File: config.mk
export PLATFORM = sky130hd
export DESIGN_NAME = aligned_wakeup_with_quiet_window_top
export DESIGN_NICKNAME = d
export VERILOG_FILES = /design/src/sv/awq_pkg.sv /design/src/sv/awq_front.sv /design/src/sv/awq_queue.sv /design/src/sv/awq_rem_pipe.sv /design/src/sv/awq_back.sv /design/src/sv/aligned_wakeup_with_quiet_window_top.sv
export SDC_FILE = /design/constraint.sdc
export NUM_CORES = 2
export LEC_CHECK = 0
export BUFFER_PORTS_ARGS = -buffer_cell sky130_fd_sc_hd__buf_2
export CORE_MARGIN = 8
export CORE_UTILIZATION = 58
export CTS_CLUSTER_DIAMETER = 120
export DETAILED_ROUTE_END_ITERATION = 12
export PLACE_DENSITY = 0.83
export SLEW_MARGIN = 40
export SYNTH_ARGS = -nofsm -noshare
export SYNTH_HDL_FRONTEND = slang
export SYNTH_HIERARCHICAL = 1
export SYNTH_SLANG_ARGS = --single-unit
File: constraint.sdc
create_clock -name clk -period 46.1 [get_ports clk]
set_input_delay 2.305 -clock clk [delete_from_list [all_inputs] [get_ports clk]]
set_output_delay 2.305 -clock clk [all_outputs]
set_load 0.01 [all_outputs]
File: src/sv/awq_pkg.sv
// ----------------------------------------------------------------------------
// awq_pkg
// Shared widths, constants and types of the aligned wake-up block.
// ----------------------------------------------------------------------------
package awq_pkg;

    localparam int TIME_W      = 17;
    localparam int MIN_W       = 11;
    localparam int OUT_W       = 18;
    localparam int DIFF_W      = OUT_W + 1;
    localparam int IN_TDATA_W  = 24;
    localparam int OUT_TDATA_W = 24;
    localparam int CFG_IDX_W   = 2;
    localparam int CFG_DATA_W  = 17;

    localparam int QDEPTH  = 4;
    localparam int QPTR_W  = $clog2(QDEPTH);
    localparam int QCNT_W  = $clog2(QDEPTH + 1);

    // one dividend bit per pipeline stage
    localparam int DIV_STEPS = TIME_W;

    localparam logic [TIME_W-1:0] DAY_SECONDS    = TIME_W'(86400);
    localparam logic [TIME_W-1:0] LAST_SECOND    = TIME_W'(86399);
    localparam logic [TIME_W-1:0] HOUR_SECONDS   = TIME_W'(3600);
    localparam logic [TIME_W-1:0] MIN_GAP        = TIME_W'(60);
    localparam logic [MIN_W-1:0]  LAST_MINUTE    = MIN_W'(1439);

    typedef enum logic [CFG_IDX_W-1:0] {
        CFG_ROTATE      = 2'd0,
        CFG_QUIET_EN    = 2'd1,
        CFG_QUIET_START = 2'd2,
        CFG_QUIET_END   = 2'd3
    } awq_cfg_idx_t;

    typedef struct packed {
        logic [TIME_W-1:0] rotate_interval_seconds;
        logic              quiet_enabled;
        logic [MIN_W-1:0]  quiet_start_minute;
        logic [MIN_W-1:0]  quiet_end_minute;
    } awq_cfg_t;

    // classified request, all values already clamped into range
    typedef struct packed {
        logic [TIME_W-1:0] cur;
        logic [TIME_W-1:0] r;
        logic [TIME_W-1:0] qs;
        logic [TIME_W-1:0] qe;
        logic              crosses;
        logic              qen;
    } awq_item_t;

endpackage

File: src/sv/awq_front.sv
// ----------------------------------------------------------------------------
// awq_front
// Configuration registers, input stage and request classification.
// ----------------------------------------------------------------------------
module awq_front (
    input  logic                              clk,
    input  logic                              rst_n,
    input  logic                              cfg_valid,
    output logic                              cfg_ready,
    input  logic [awq_pkg::CFG_IDX_W-1:0]     cfg_index,
    input  logic [awq_pkg::CFG_DATA_W-1:0]    cfg_data,
    input  logic                              s_tvalid,
    output logic                              s_tready,
    input  logic [awq_pkg::IN_TDATA_W-1:0]    s_tdata,
    output logic                              push,
    output awq_pkg::awq_item_t                push_item,
    input  logic                              q_full
);
    import awq_pkg::*;

    awq_cfg_t          cfg_reg;
    logic              fv_reg;
    awq_item_t         item_reg;
    awq_item_t         item_next;
    logic [TIME_W-1:0] raw_now;
    logic [MIN_W-1:0]  st_min;
    logic [MIN_W-1:0]  en_min;

    assign cfg_ready = 1'b1;

    always_ff @(posedge clk or negedge rst_n)
    begin
        if (!rst_n)
        begin
            cfg_reg.rotate_interval_seconds <= HOUR_SECONDS;
            cfg_reg.quiet_enabled           <= 1'b0;
            cfg_reg.quiet_start_minute      <= '0;
            cfg_reg.quiet_end_minute        <= '0;
        end
        else if (cfg_valid && cfg_ready)
        begin
            unique case (awq_cfg_idx_t'(cfg_index))
                CFG_ROTATE:      cfg_reg.rotate_interval_seconds <= cfg_data[TIME_W-1:0];
                CFG_QUIET_EN:    cfg_reg.quiet_enabled           <= cfg_data[0];
                CFG_QUIET_START: cfg_reg.quiet_start_minute      <= cfg_data[MIN_W-1:0];
                CFG_QUIET_END:   cfg_reg.quiet_end_minute        <= cfg_data[MIN_W-1:0];
                default:         cfg_reg <= cfg_reg;
            endcase
        end
    end

    // clamp everything into range and work out the window shape
    always_comb
    begin
        raw_now = s_tdata[TIME_W-1:0];
        st_min  = (cfg_reg.quiet_start_minute > LAST_MINUTE) ?
                  LAST_MINUTE : cfg_reg.quiet_start_minute;
        en_min  = (cfg_reg.quiet_end_minute > LAST_MINUTE) ?
                  LAST_MINUTE : cfg_reg.quiet_end_minute;

        item_next.cur = (raw_now > LAST_SECOND) ? LAST_SECOND : raw_now;
        if (cfg_reg.rotate_interval_seconds == '0)
            item_next.r = TIME_W'(1);
        else if (cfg_reg.rotate_interval_seconds > DAY_SECONDS)
            item_next.r = DAY_SECONDS;
        else
            item_next.r = cfg_reg.rotate_interval_seconds;
        // minutes times 60 as 64x - 4x
        item_next.qs      = TIME_W'({st_min, 6'b0}) - TIME_W'({st_min, 2'b0});
        item_next.qe      = TIME_W'({en_min, 6'b0}) - TIME_W'({en_min, 2'b0});
        item_next.crosses = st_min > en_min;
        item_next.qen     = cfg_reg.quiet_enabled;
    end

    assign s_tready  = !fv_reg || !q_full;
    assign push      = fv_reg && !q_full;
    assign push_item = item_reg;

    always_ff @(posedge clk or negedge rst_n)
    begin
        if (!rst_n)
            fv_reg <= 1'b0;
        else if (s_tready)
            fv_reg <= s_tvalid;
    end

    always_ff @(posedge clk)
    begin
        if (s_tvalid && s_tready)
            item_reg <= item_next;
    end

endmodule

File: src/sv/awq_queue.sv
// ----------------------------------------------------------------------------
// awq_queue
// Short queue of classified requests between front and back.
// ----------------------------------------------------------------------------
module awq_queue (
    input  logic               clk,
    input  logic               rst_n,
    input  logic               push,
    input  awq_pkg::awq_item_t push_item,
    output logic               full,
    input  logic               pop,
    output awq_pkg::awq_item_t pop_item,
    output logic               not_empty
);
    import awq_pkg::*;

    awq_item_t         entry_reg [QDEPTH];
    logic [QPTR_W-1:0] wptr_reg;
    logic [QPTR_W-1:0] rptr_reg;
    logic [QCNT_W-1:0] count_reg;

    assign full      = (count_reg == QCNT_W'(QDEPTH));
    assign not_empty = (count_reg != '0);
    assign pop_item  = entry_reg[rptr_reg];

    always_ff @(posedge clk or negedge rst_n)
    begin
        if (!rst_n)
        begin
            wptr_reg  <= '0;
            rptr_reg  <= '0;
            count_reg <= '0;
        end
        else
        begin
            if (push)
                wptr_reg <= wptr_reg + 1'b1;
            if (pop)
                rptr_reg <= rptr_reg + 1'b1;
            if (push && !pop)
                count_reg <= count_reg + 1'b1;
            else if (pop && !push)
                count_reg <= count_reg - 1'b1;
        end
    end

    always_ff @(posedge clk)
    begin
        if (push)
            entry_reg[wptr_reg] <= push_item;
    end

endmodule

File: src/sv/awq_rem_pipe.sv
// ----------------------------------------------------------------------------
// awq_rem_pipe
// Pipelined restoring remainder, one dividend bit per stage, two lanes:
// current time mod interval and window end mod interval.
// ----------------------------------------------------------------------------
module awq_rem_pipe (
    input  logic                       clk,
    input  logic                       rst_n,
    input  logic                       adv,
    input  logic                       in_valid,
    input  awq_pkg::awq_item_t         in_item,
    output logic                       out_valid,
    output awq_pkg::awq_item_t         out_item,
    output logic [awq_pkg::TIME_W-1:0] out_rem_cur,
    output logic [awq_pkg::TIME_W-1:0] out_rem_qe
);
    import awq_pkg::*;

    logic [DIV_STEPS-1:0] vld_reg;
    awq_item_t            item_reg [DIV_STEPS];
    logic [TIME_W-1:0]    rc_reg   [DIV_STEPS];
    logic [TIME_W-1:0]    rq_reg   [DIV_STEPS];

    logic [DIV_STEPS-1:0] src_vld;
    awq_item_t            src_item [DIV_STEPS];
    logic [TIME_W-1:0]    src_rc   [DIV_STEPS];
    logic [TIME_W-1:0]    src_rq   [DIV_STEPS];
    logic [TIME_W-1:0]    rc_next  [DIV_STEPS];
    logic [TIME_W-1:0]    rq_next  [DIV_STEPS];

    function automatic logic [TIME_W-1:0] rem_step(
        input logic [TIME_W-1:0] rem,
        input logic              dbit,
        input logic [TIME_W-1:0] dvs
    );
        logic [TIME_W:0] t;
        t = {rem, dbit};
        if (t >= {1'b0, dvs})
            return TIME_W'(t - {1'b0, dvs});
        else
            return t[TIME_W-1:0];
    endfunction

    for (genvar k = 0; k < DIV_STEPS; k++)
    begin : g_stage
        if (k == 0)
        begin : g_first
            assign src_vld[k]  = in_valid;
            assign src_item[k] = in_item;
            assign src_rc[k]   = '0;
            assign src_rq[k]   = '0;
        end
        else
        begin : g_next
            assign src_vld[k]  = vld_reg[k-1];
            assign src_item[k] = item_reg[k-1];
            assign src_rc[k]   = rc_reg[k-1];
            assign src_rq[k]   = rq_reg[k-1];
        end
        // stage k brings in dividend bit DIV_STEPS-1-k, msb first
        assign rc_next[k] = rem_step(src_rc[k], src_item[k].cur[DIV_STEPS-1-k], src_item[k].r);
        assign rq_next[k] = rem_step(src_rq[k], src_item[k].qe[DIV_STEPS-1-k], src_item[k].r);
    end

    always_ff @(posedge clk or negedge rst_n)
    begin
        if (!rst_n)
            vld_reg <= '0;
        else if (adv)
            vld_reg <= src_vld;
    end

    always_ff @(posedge clk)
    begin
        if (adv)
        begin
            for (int k = 0; k < DIV_STEPS; k++)
            begin
                item_reg[k] <= src_item[k];
                rc_reg[k]   <= rc_next[k];
                rq_reg[k]   <= rq_next[k];
            end
        end
    end

    assign out_valid   = vld_reg[DIV_STEPS-1];
    assign out_item    = item_reg[DIV_STEPS-1];
    assign out_rem_cur = rc_reg[DIV_STEPS-1];
    assign out_rem_qe  = rq_reg[DIV_STEPS-1];

endmodule

File: src/sv/awq_back.sv
// ----------------------------------------------------------------------------
// awq_back
// Remainder pipeline, wake-up and quiet window evaluation, output register.
// ----------------------------------------------------------------------------
module awq_back (
    input  logic                               clk,
    input  logic                               rst_n,
    input  logic                               q_not_empty,
    input  awq_pkg::awq_item_t                 q_item,
    output logic                               pop,
    output logic                               m_tvalid,
    input  logic                               m_tready,
    output logic [awq_pkg::OUT_TDATA_W-1:0]    m_tdata
);
    import awq_pkg::*;

    logic              adv;
    logic              p_vld;
    awq_item_t         p_item;
    logic [TIME_W-1:0] p_rc;
    logic [TIME_W-1:0] p_rq;

    // stage a
    logic              a_vld_reg;
    awq_item_t         a_item_reg;
    logic [OUT_W-1:0]  a_until_reg;
    logic [OUT_W-1:0]  a_aend_reg;
    logic [TIME_W-1:0] until0;
    logic [OUT_W-1:0]  a_until_next;
    logic [OUT_W-1:0]  a_aend_next;

    // stage b
    logic              b_vld_reg;
    awq_item_t         b_item_reg;
    logic [OUT_W-1:0]  b_until_reg;
    logic [TIME_W-1:0] b_wake_reg;
    logic [DIFF_W-1:0] b_diff_reg;
    logic [OUT_W-1:0]  wake_raw;
    logic [TIME_W-1:0] b_wake_next;
    logic [DIFF_W-1:0] b_diff_next;

    // output
    logic              out_vld_reg;
    logic [OUT_W-1:0]  out_data_reg;
    logic              in_window;
    logic [DIFF_W-1:0] diff_day;
    logic [OUT_W-1:0]  res_next;

    assign adv = !out_vld_reg || m_tready;
    assign pop = adv && q_not_empty;

    awq_rem_pipe u_rem_pipe (
        .clk         (clk),
        .rst_n       (rst_n),
        .adv         (adv),
        .in_valid    (q_not_empty),
        .in_item     (q_item),
        .out_valid   (p_vld),
        .out_item    (p_item),
        .out_rem_cur (p_rc),
        .out_rem_qe  (p_rq)
    );

    always_comb
    begin
        until0 = p_item.r - p_rc;
        // too close: skip one more interval
        a_until_next = (until0 < MIN_GAP) ?
                       OUT_W'(until0) + OUT_W'(p_item.r) : OUT_W'(until0);
        // window end rounded up to the interval
        a_aend_next = (p_rq == '0) ? OUT_W'(p_item.qe) :
                      OUT_W'(p_item.qe) + OUT_W'(p_item.r) - OUT_W'(p_rq);
    end

    always_comb
    begin
        wake_raw    = OUT_W'(a_item_reg.cur) + a_until_reg;
        b_wake_next = (wake_raw >= OUT_W'(DAY_SECONDS)) ?
                      TIME_W'(wake_raw - OUT_W'(DAY_SECONDS)) : wake_raw[TIME_W-1:0];
        b_diff_next = DIFF_W'(a_aend_reg) - DIFF_W'(a_item_reg.cur);
    end

    always_comb
    begin
        if (b_item_reg.crosses)
            in_window = (b_wake_reg >= b_item_reg.qs) || (b_wake_reg < b_item_reg.qe);
        else
            in_window = (b_wake_reg >= b_item_reg.qs) && (b_wake_reg < b_item_reg.qe);
        diff_day = b_diff_reg + DIFF_W'(DAY_SECONDS);

        if (!b_item_reg.qen || !in_window)
            res_next = b_until_reg;
        else if (b_item_reg.crosses)
            res_next = (b_item_reg.cur < b_item_reg.qe) ?
                       b_diff_reg[OUT_W-1:0] : diff_day[OUT_W-1:0];
        else
            // same-day window whose aligned end already passed: next day
            res_next = b_diff_reg[DIFF_W-1] ? diff_day[OUT_W-1:0] : b_diff_reg[OUT_W-1:0];
    end

    always_ff @(posedge clk or negedge rst_n)
    begin
        if (!rst_n)
        begin
            a_vld_reg   <= 1'b0;
            b_vld_reg   <= 1'b0;
            out_vld_reg <= 1'b0;
        end
        else if (adv)
        begin
            a_vld_reg   <= p_vld;
            b_vld_reg   <= a_vld_reg;
            out_vld_reg <= b_vld_reg;
        end
    end

    always_ff @(posedge clk)
    begin
        if (adv)
        begin
            a_item_reg   <= p_item;
            a_until_reg  <= a_until_next;
            a_aend_reg   <= a_aend_next;
            b_item_reg   <= a_item_reg;
            b_until_reg  <= a_until_reg;
            b_wake_reg   <= b_wake_next;
            b_diff_reg   <= b_diff_next;
            out_data_reg <= res_next;
        end
    end

    assign m_tvalid = out_vld_reg;
    assign m_tdata  = OUT_TDATA_W'(out_data_reg);

endmodule

File: src/sv/aligned_wakeup_with_quiet_window_top.sv
// ----------------------------------------------------------------------------
// aligned_wakeup_with_quiet_window_top
// Seconds until the next aligned wake-up, deferred past a quiet window.
// ----------------------------------------------------------------------------
// usage
//   s_* stream: one request per beat, s_tdata[16:0] is the current second of
//   the day. m_* stream: one result per request, in order, m_tdata[17:0] is
//   the number of seconds until the chosen wake-up.
//   cfg_* channel: cfg_index selects the register (0 interval, 1 quiet
//   enable, 2 quiet start minute, 3 quiet end minute), cfg_data carries the
//   value; cfg_ready is always high. write only while no request is in flight.
// timing
//   a request accepted on s_* passes the input stage, the queue, the 17-stage
//   remainder pipeline, stages a and b and the output register before m_tvalid.
//   one request per cycle is sustained while m_tready stays high.
// reset
//   rst_n clears all valids and loads interval 3600 s, quiet window off,
//   start and end minute 0.
// stall
//   while m_tready is low with m_tvalid high the back pipeline holds; the 4-entry
//   queue and the input stage keep taking requests until they fill, then s_tready drops.
// ----------------------------------------------------------------------------
module aligned_wakeup_with_quiet_window_top (
    input  logic                               clk,
    input  logic                               rst_n,
    input  logic                               cfg_valid,
    output logic                               cfg_ready,
    input  logic [awq_pkg::CFG_IDX_W-1:0]      cfg_index,
    input  logic [awq_pkg::CFG_DATA_W-1:0]     cfg_data,
    input  logic                               s_tvalid,
    output logic                               s_tready,
    input  logic [awq_pkg::IN_TDATA_W-1:0]     s_tdata,  // [16:0] now_second_of_day
    output logic                               m_tvalid,
    input  logic                               m_tready,
    output logic [awq_pkg::OUT_TDATA_W-1:0]    m_tdata   // [17:0] seconds_to_wake
);
    import awq_pkg::*;

    logic      push;
    awq_item_t push_item;
    logic      q_full;
    logic      pop;
    awq_item_t pop_item;
    logic      q_not_empty;

    awq_front u_front (
        .clk       (clk),
        .rst_n     (rst_n),
        .cfg_valid (cfg_valid),
        .cfg_ready (cfg_ready),
        .cfg_index (cfg_index),
        .cfg_data  (cfg_data),
        .s_tvalid  (s_tvalid),
        .s_tready  (s_tready),
        .s_tdata   (s_tdata),
        .push      (push),
        .push_item (push_item),
        .q_full    (q_full)
    );

    awq_queue u_queue (
        .clk       (clk),
        .rst_n     (rst_n),
        .push      (push),
        .push_item (push_item),
        .full      (q_full),
        .pop       (pop),
        .pop_item  (pop_item),
        .not_empty (q_not_empty)
    );

    awq_back u_back (
        .clk         (clk),
        .rst_n       (rst_n),
        .q_not_empty (q_not_empty),
        .q_item      (pop_item),
        .pop         (pop),
        .m_tvalid    (m_tvalid),
        .m_tready    (m_tready),
        .m_tdata     (m_tdata)
    );

endmodule

==> out/summary.txt <==
status: complete, no violations
DR WL/cell: 22.3 µm
register area: 71600 µm²
Reg clk slew, reported paths: 0.07 ns
TritonCTS Buffers: 236
clk buf depth: 3
max reg flops: 1190
Tightest Pin Transition: 0.839 ns
Total GRT Usage: 23.1%
final slew viol count: 0
global-route wire length before repair: 392000 µm
FF+latch count, synth: 2396
multi-input logic area: 40900 µm²
Startpoint Class: input port
final hold slack: 0.395 ns
vias per cell: 5.92
Period Utilization, post-route: 13.4%
Initial Util: 58.3%
critical path startpoint: m_tready
Post-CTS Resized: 0
FP Rows: 164
Crit Path Class: input port to flop
Final Skew: 0.0647 ns
syn avg cell area: 13.6 µm²
Layout fillers: 14200
synth unique cells: 126
critical path, cell by cell: buf_2 -> nand2b_4 -> buf_4 -> buf_6 -> buf_6 -> buf_6 -> buf_6
Mapped Area: 116000 µm²
Mapped Cells: 8550
sw frac: 37.7%
ys flop type: edfxtp_1
leading area contributor after synthesis: edfxtp_1
layout overhead on the synthesized area: 9.26%
CTS tree: done
router iterations before antenna repair: 6
vias: 68300
Pint: 0.00673 W
clk sinks: 2396
Remaining Overflow, GRT: 0
WL final: 257000 µm
post-synth top area share: 60.0%
core box area: 200000 µm²
Reg power frac: 36.9%
io pins: 75
Slew HR: 43.6%
RR Startpoint: u_back/m_tvalid
R2R cell count: 6
Die Wd: 464 µm
HP Class: flop to flop
post-layout min period: 6.17 ns
drc violations: 0
worst hold path startpoint: u_back/u_rem_pipe/item_reg[0][197]
vias in the first global route: 68300
CP required: 46.56 ns
Clock Power Share: 18.3%
Final TNS setup: 0 ns
largest cells by area after synthesis: edfxtp_1 (60%), ha_1 (7.6%), mux2_2 (3.2%), xnor2_1 (2.4%), a21oi_1 (2.1%)
Peak Freq: 162 MHz
Die Y: 464 µm
NetSw: 0.00406 W
Power Total: 0.0108 W
EDFF count, synth: 2328
initial antenna violation count: 16
post-CTS setup buffer count: 0
slowest stage cell on the critical path: buf_4
CP endpoint kind: flop
Crit path top cell by count: buf_6
fraction of layout cells with a size suffix above 1: 11.7%
r2r endpoint: u_back/out_data_reg[1]
Clock Tree Root: clkbuf_16
DR iter-0 viols: 5598
Yosys warning count: 6
crit path capture: u_back/out_data_reg[1]
CP peak stage delay: 0.72 ns
combinational share of power: 44.8%
hold_buf cts: 0
htree depth: 4
pwr/cell area: 84.9 nW/µm²
Final Setup Violations: 0
DRT antenna net count: 0
maximum vdd drop: 45.5 µV
die area: 215000 µm²
Placer Congestion: 0.948
R2R Setup Slk: 41.05 ns
largest net degree at the start of global routing: 169
fraction of registers with async set/reset: 2.84%
clk_lat worst skew: 0.87 ns
Final Hold Fails: 0
Detail Placement HPWL: 182000 µm
Final nets: 9465
Arr. time, crit path: 6.63 ns
MaxCap Viol Count: 0
register area share after synthesis: 61.5%
unrepaired setup endpoints after global routing: no
crit-path max FO: 89
leakage: 48.6 nW
# port buffers: 60
## worst max-delay path, delay by kind of cell
family / cells / cell delay, ns
AND/OR/NAND/NOR: 1 / 0.53
buffers and inverters: 6 / 3.51
## logic make-up after synthesis
family / after synthesis / synth area share (%)
flip-flops: 2396 / 61.5
AO/OA/AOI/OAI: 1885 / 10.6
AND/OR/NAND/NOR: 1640 / 6.82
buffers and inverters: 885 / 3.48
adder cells (fa/ha/maj): 767 / 8.59
XOR/XNOR: 520 / 3.92
multiplexers: 454 / 5.08
other: 3 / 0.00967
## worst min path at each step
stage / end / slack [ns] / cells after the start
after floorplan: u_back/b_item_reg[0] / 0.40 / 0
final: u_back/u_rem_pipe/item_reg[0][267] / 0.39 / 0
after global placement: u_back/u_rem_pipe/item_reg[0][272] / 0.40 / 0
after CTS: u_back/u_rem_pipe/item_reg[0][267] / 0.39 / 0
after detailed placement: u_back/u_rem_pipe/item_reg[0][1046] / 0.40 / 0
after global routing: u_back/u_rem_pipe/item_reg[0][217] / 0.39 / 0
## routing by layer
layer	share of wire (%)	GRT usage, %
met5	0.016	0
met4	4.6	9.50
met3	4.9	3.06
met2	50	40.6
met1	40	28.9
## cell usage after synthesis, drive strengths merged (19+ instances only)
cell / count
nor4: 29
a21oi: 486
a21boi: 21
nand2: 506
a211oi: 76
a31oi: 63
nor2b: 78
and3: 49
dfrtp: 64
nand2b: 89
or2: 22
xnor2: 325
inv: 623
mux2: 354
nand4: 72
edfxtp: 2328
or3: 45
nor3: 119
a211o: 25
o31a: 25
fa: 54
o31ai: 43
and2: 36
o41ai: 20
xor2: 195
clkbuf: 74
nor2: 421
a2111oi: 19
buf: 188
o21ai: 489
mux2i: 30
mux4: 70
o21bai: 92
o21a: 88
nand3: 99
ha: 711
a21o: 226
o211ai: 36
o2111ai: 23
## power groups by stage
stage                     clock network [W]  registers (W)  logic, W
after floorplan                           0        0.00415   0.00375
final                               0.00198        0.00398   0.00484
after detailed placement                  0        0.00401   0.00473
after global routing                0.00210        0.00404   0.00530
after CTS                           0.00202        0.00399   0.00479
after global placement                    0        0.00397   0.00459
## cell usage in the layout, fill, tap and decap left out, types with 24 or more instances in the layout
| cell type | n |
|---|---|
| a21o_1 | 226 |
| nor4_1 | 24 |
| nand2b_1 | 88 |
| edfxtp_1 | 2328 |
| o31a_1 | 25 |
| nand3_1 | 98 |
| dfrtp_1 | 62 |
| xor2_1 | 194 |
| buf_2 | 60 |
| bufinv_16 | 33 |
| a21oi_1 | 476 |
| nor2b_1 | 76 |
| o211ai_1 | 36 |
| a31oi_1 | 60 |
| nor2_1 | 421 |
| clkbuf_1 | 42 |
| nand4_1 | 72 |
| fa_1 | 54 |
| o31ai_1 | 40 |
| clkbuf_16 | 237 |
| and2_1 | 30 |
| a211o_1 | 24 |
| xnor2_1 | 324 |
| a211oi_1 | 63 |
| clkinv_1 | 42 |
| buf_4 | 28 |
| ha_1 | 711 |
| o21bai_1 | 92 |
| mux4_2 | 68 |
| nor3_1 | 115 |
| mux2i_1 | 30 |
| mux2_2 | 336 |
| or3_1 | 44 |
| o21ai_0 | 459 |
| o21a_1 | 84 |
| nand2_1 | 505 |
| clkinv_2 | 41 |
| inv_1 | 622 |
| and3_1 | 49 |
## final cells by class
cell class,instances,area share (%)
Antenna cell,19,0.0374
Clock buffer,280,4.80
Clock inverter,159,1.49
Inverter,623,1.84
Multi-Input combinational cell,5277,32.2
Sequential cell,2396,56.3
Tap cell,2656,2.61
Timing Repair Buffer,118,0.733
## through the flow
step                setup slack (ns)  std cells  cell area [µm²]  utilization, %
finish                         39.93      11500           127000            63.7
global route                   39.68      11500           127000            63.7
CTS                            39.99      11500           127000            63.7
detailed placement             39.08      11100           119000            59.6
global placement               38.19      11100           119000            59.5
floorplan                      15.97       8558           116000               -
Note: power is estimated with default switching activity, not from simulation.
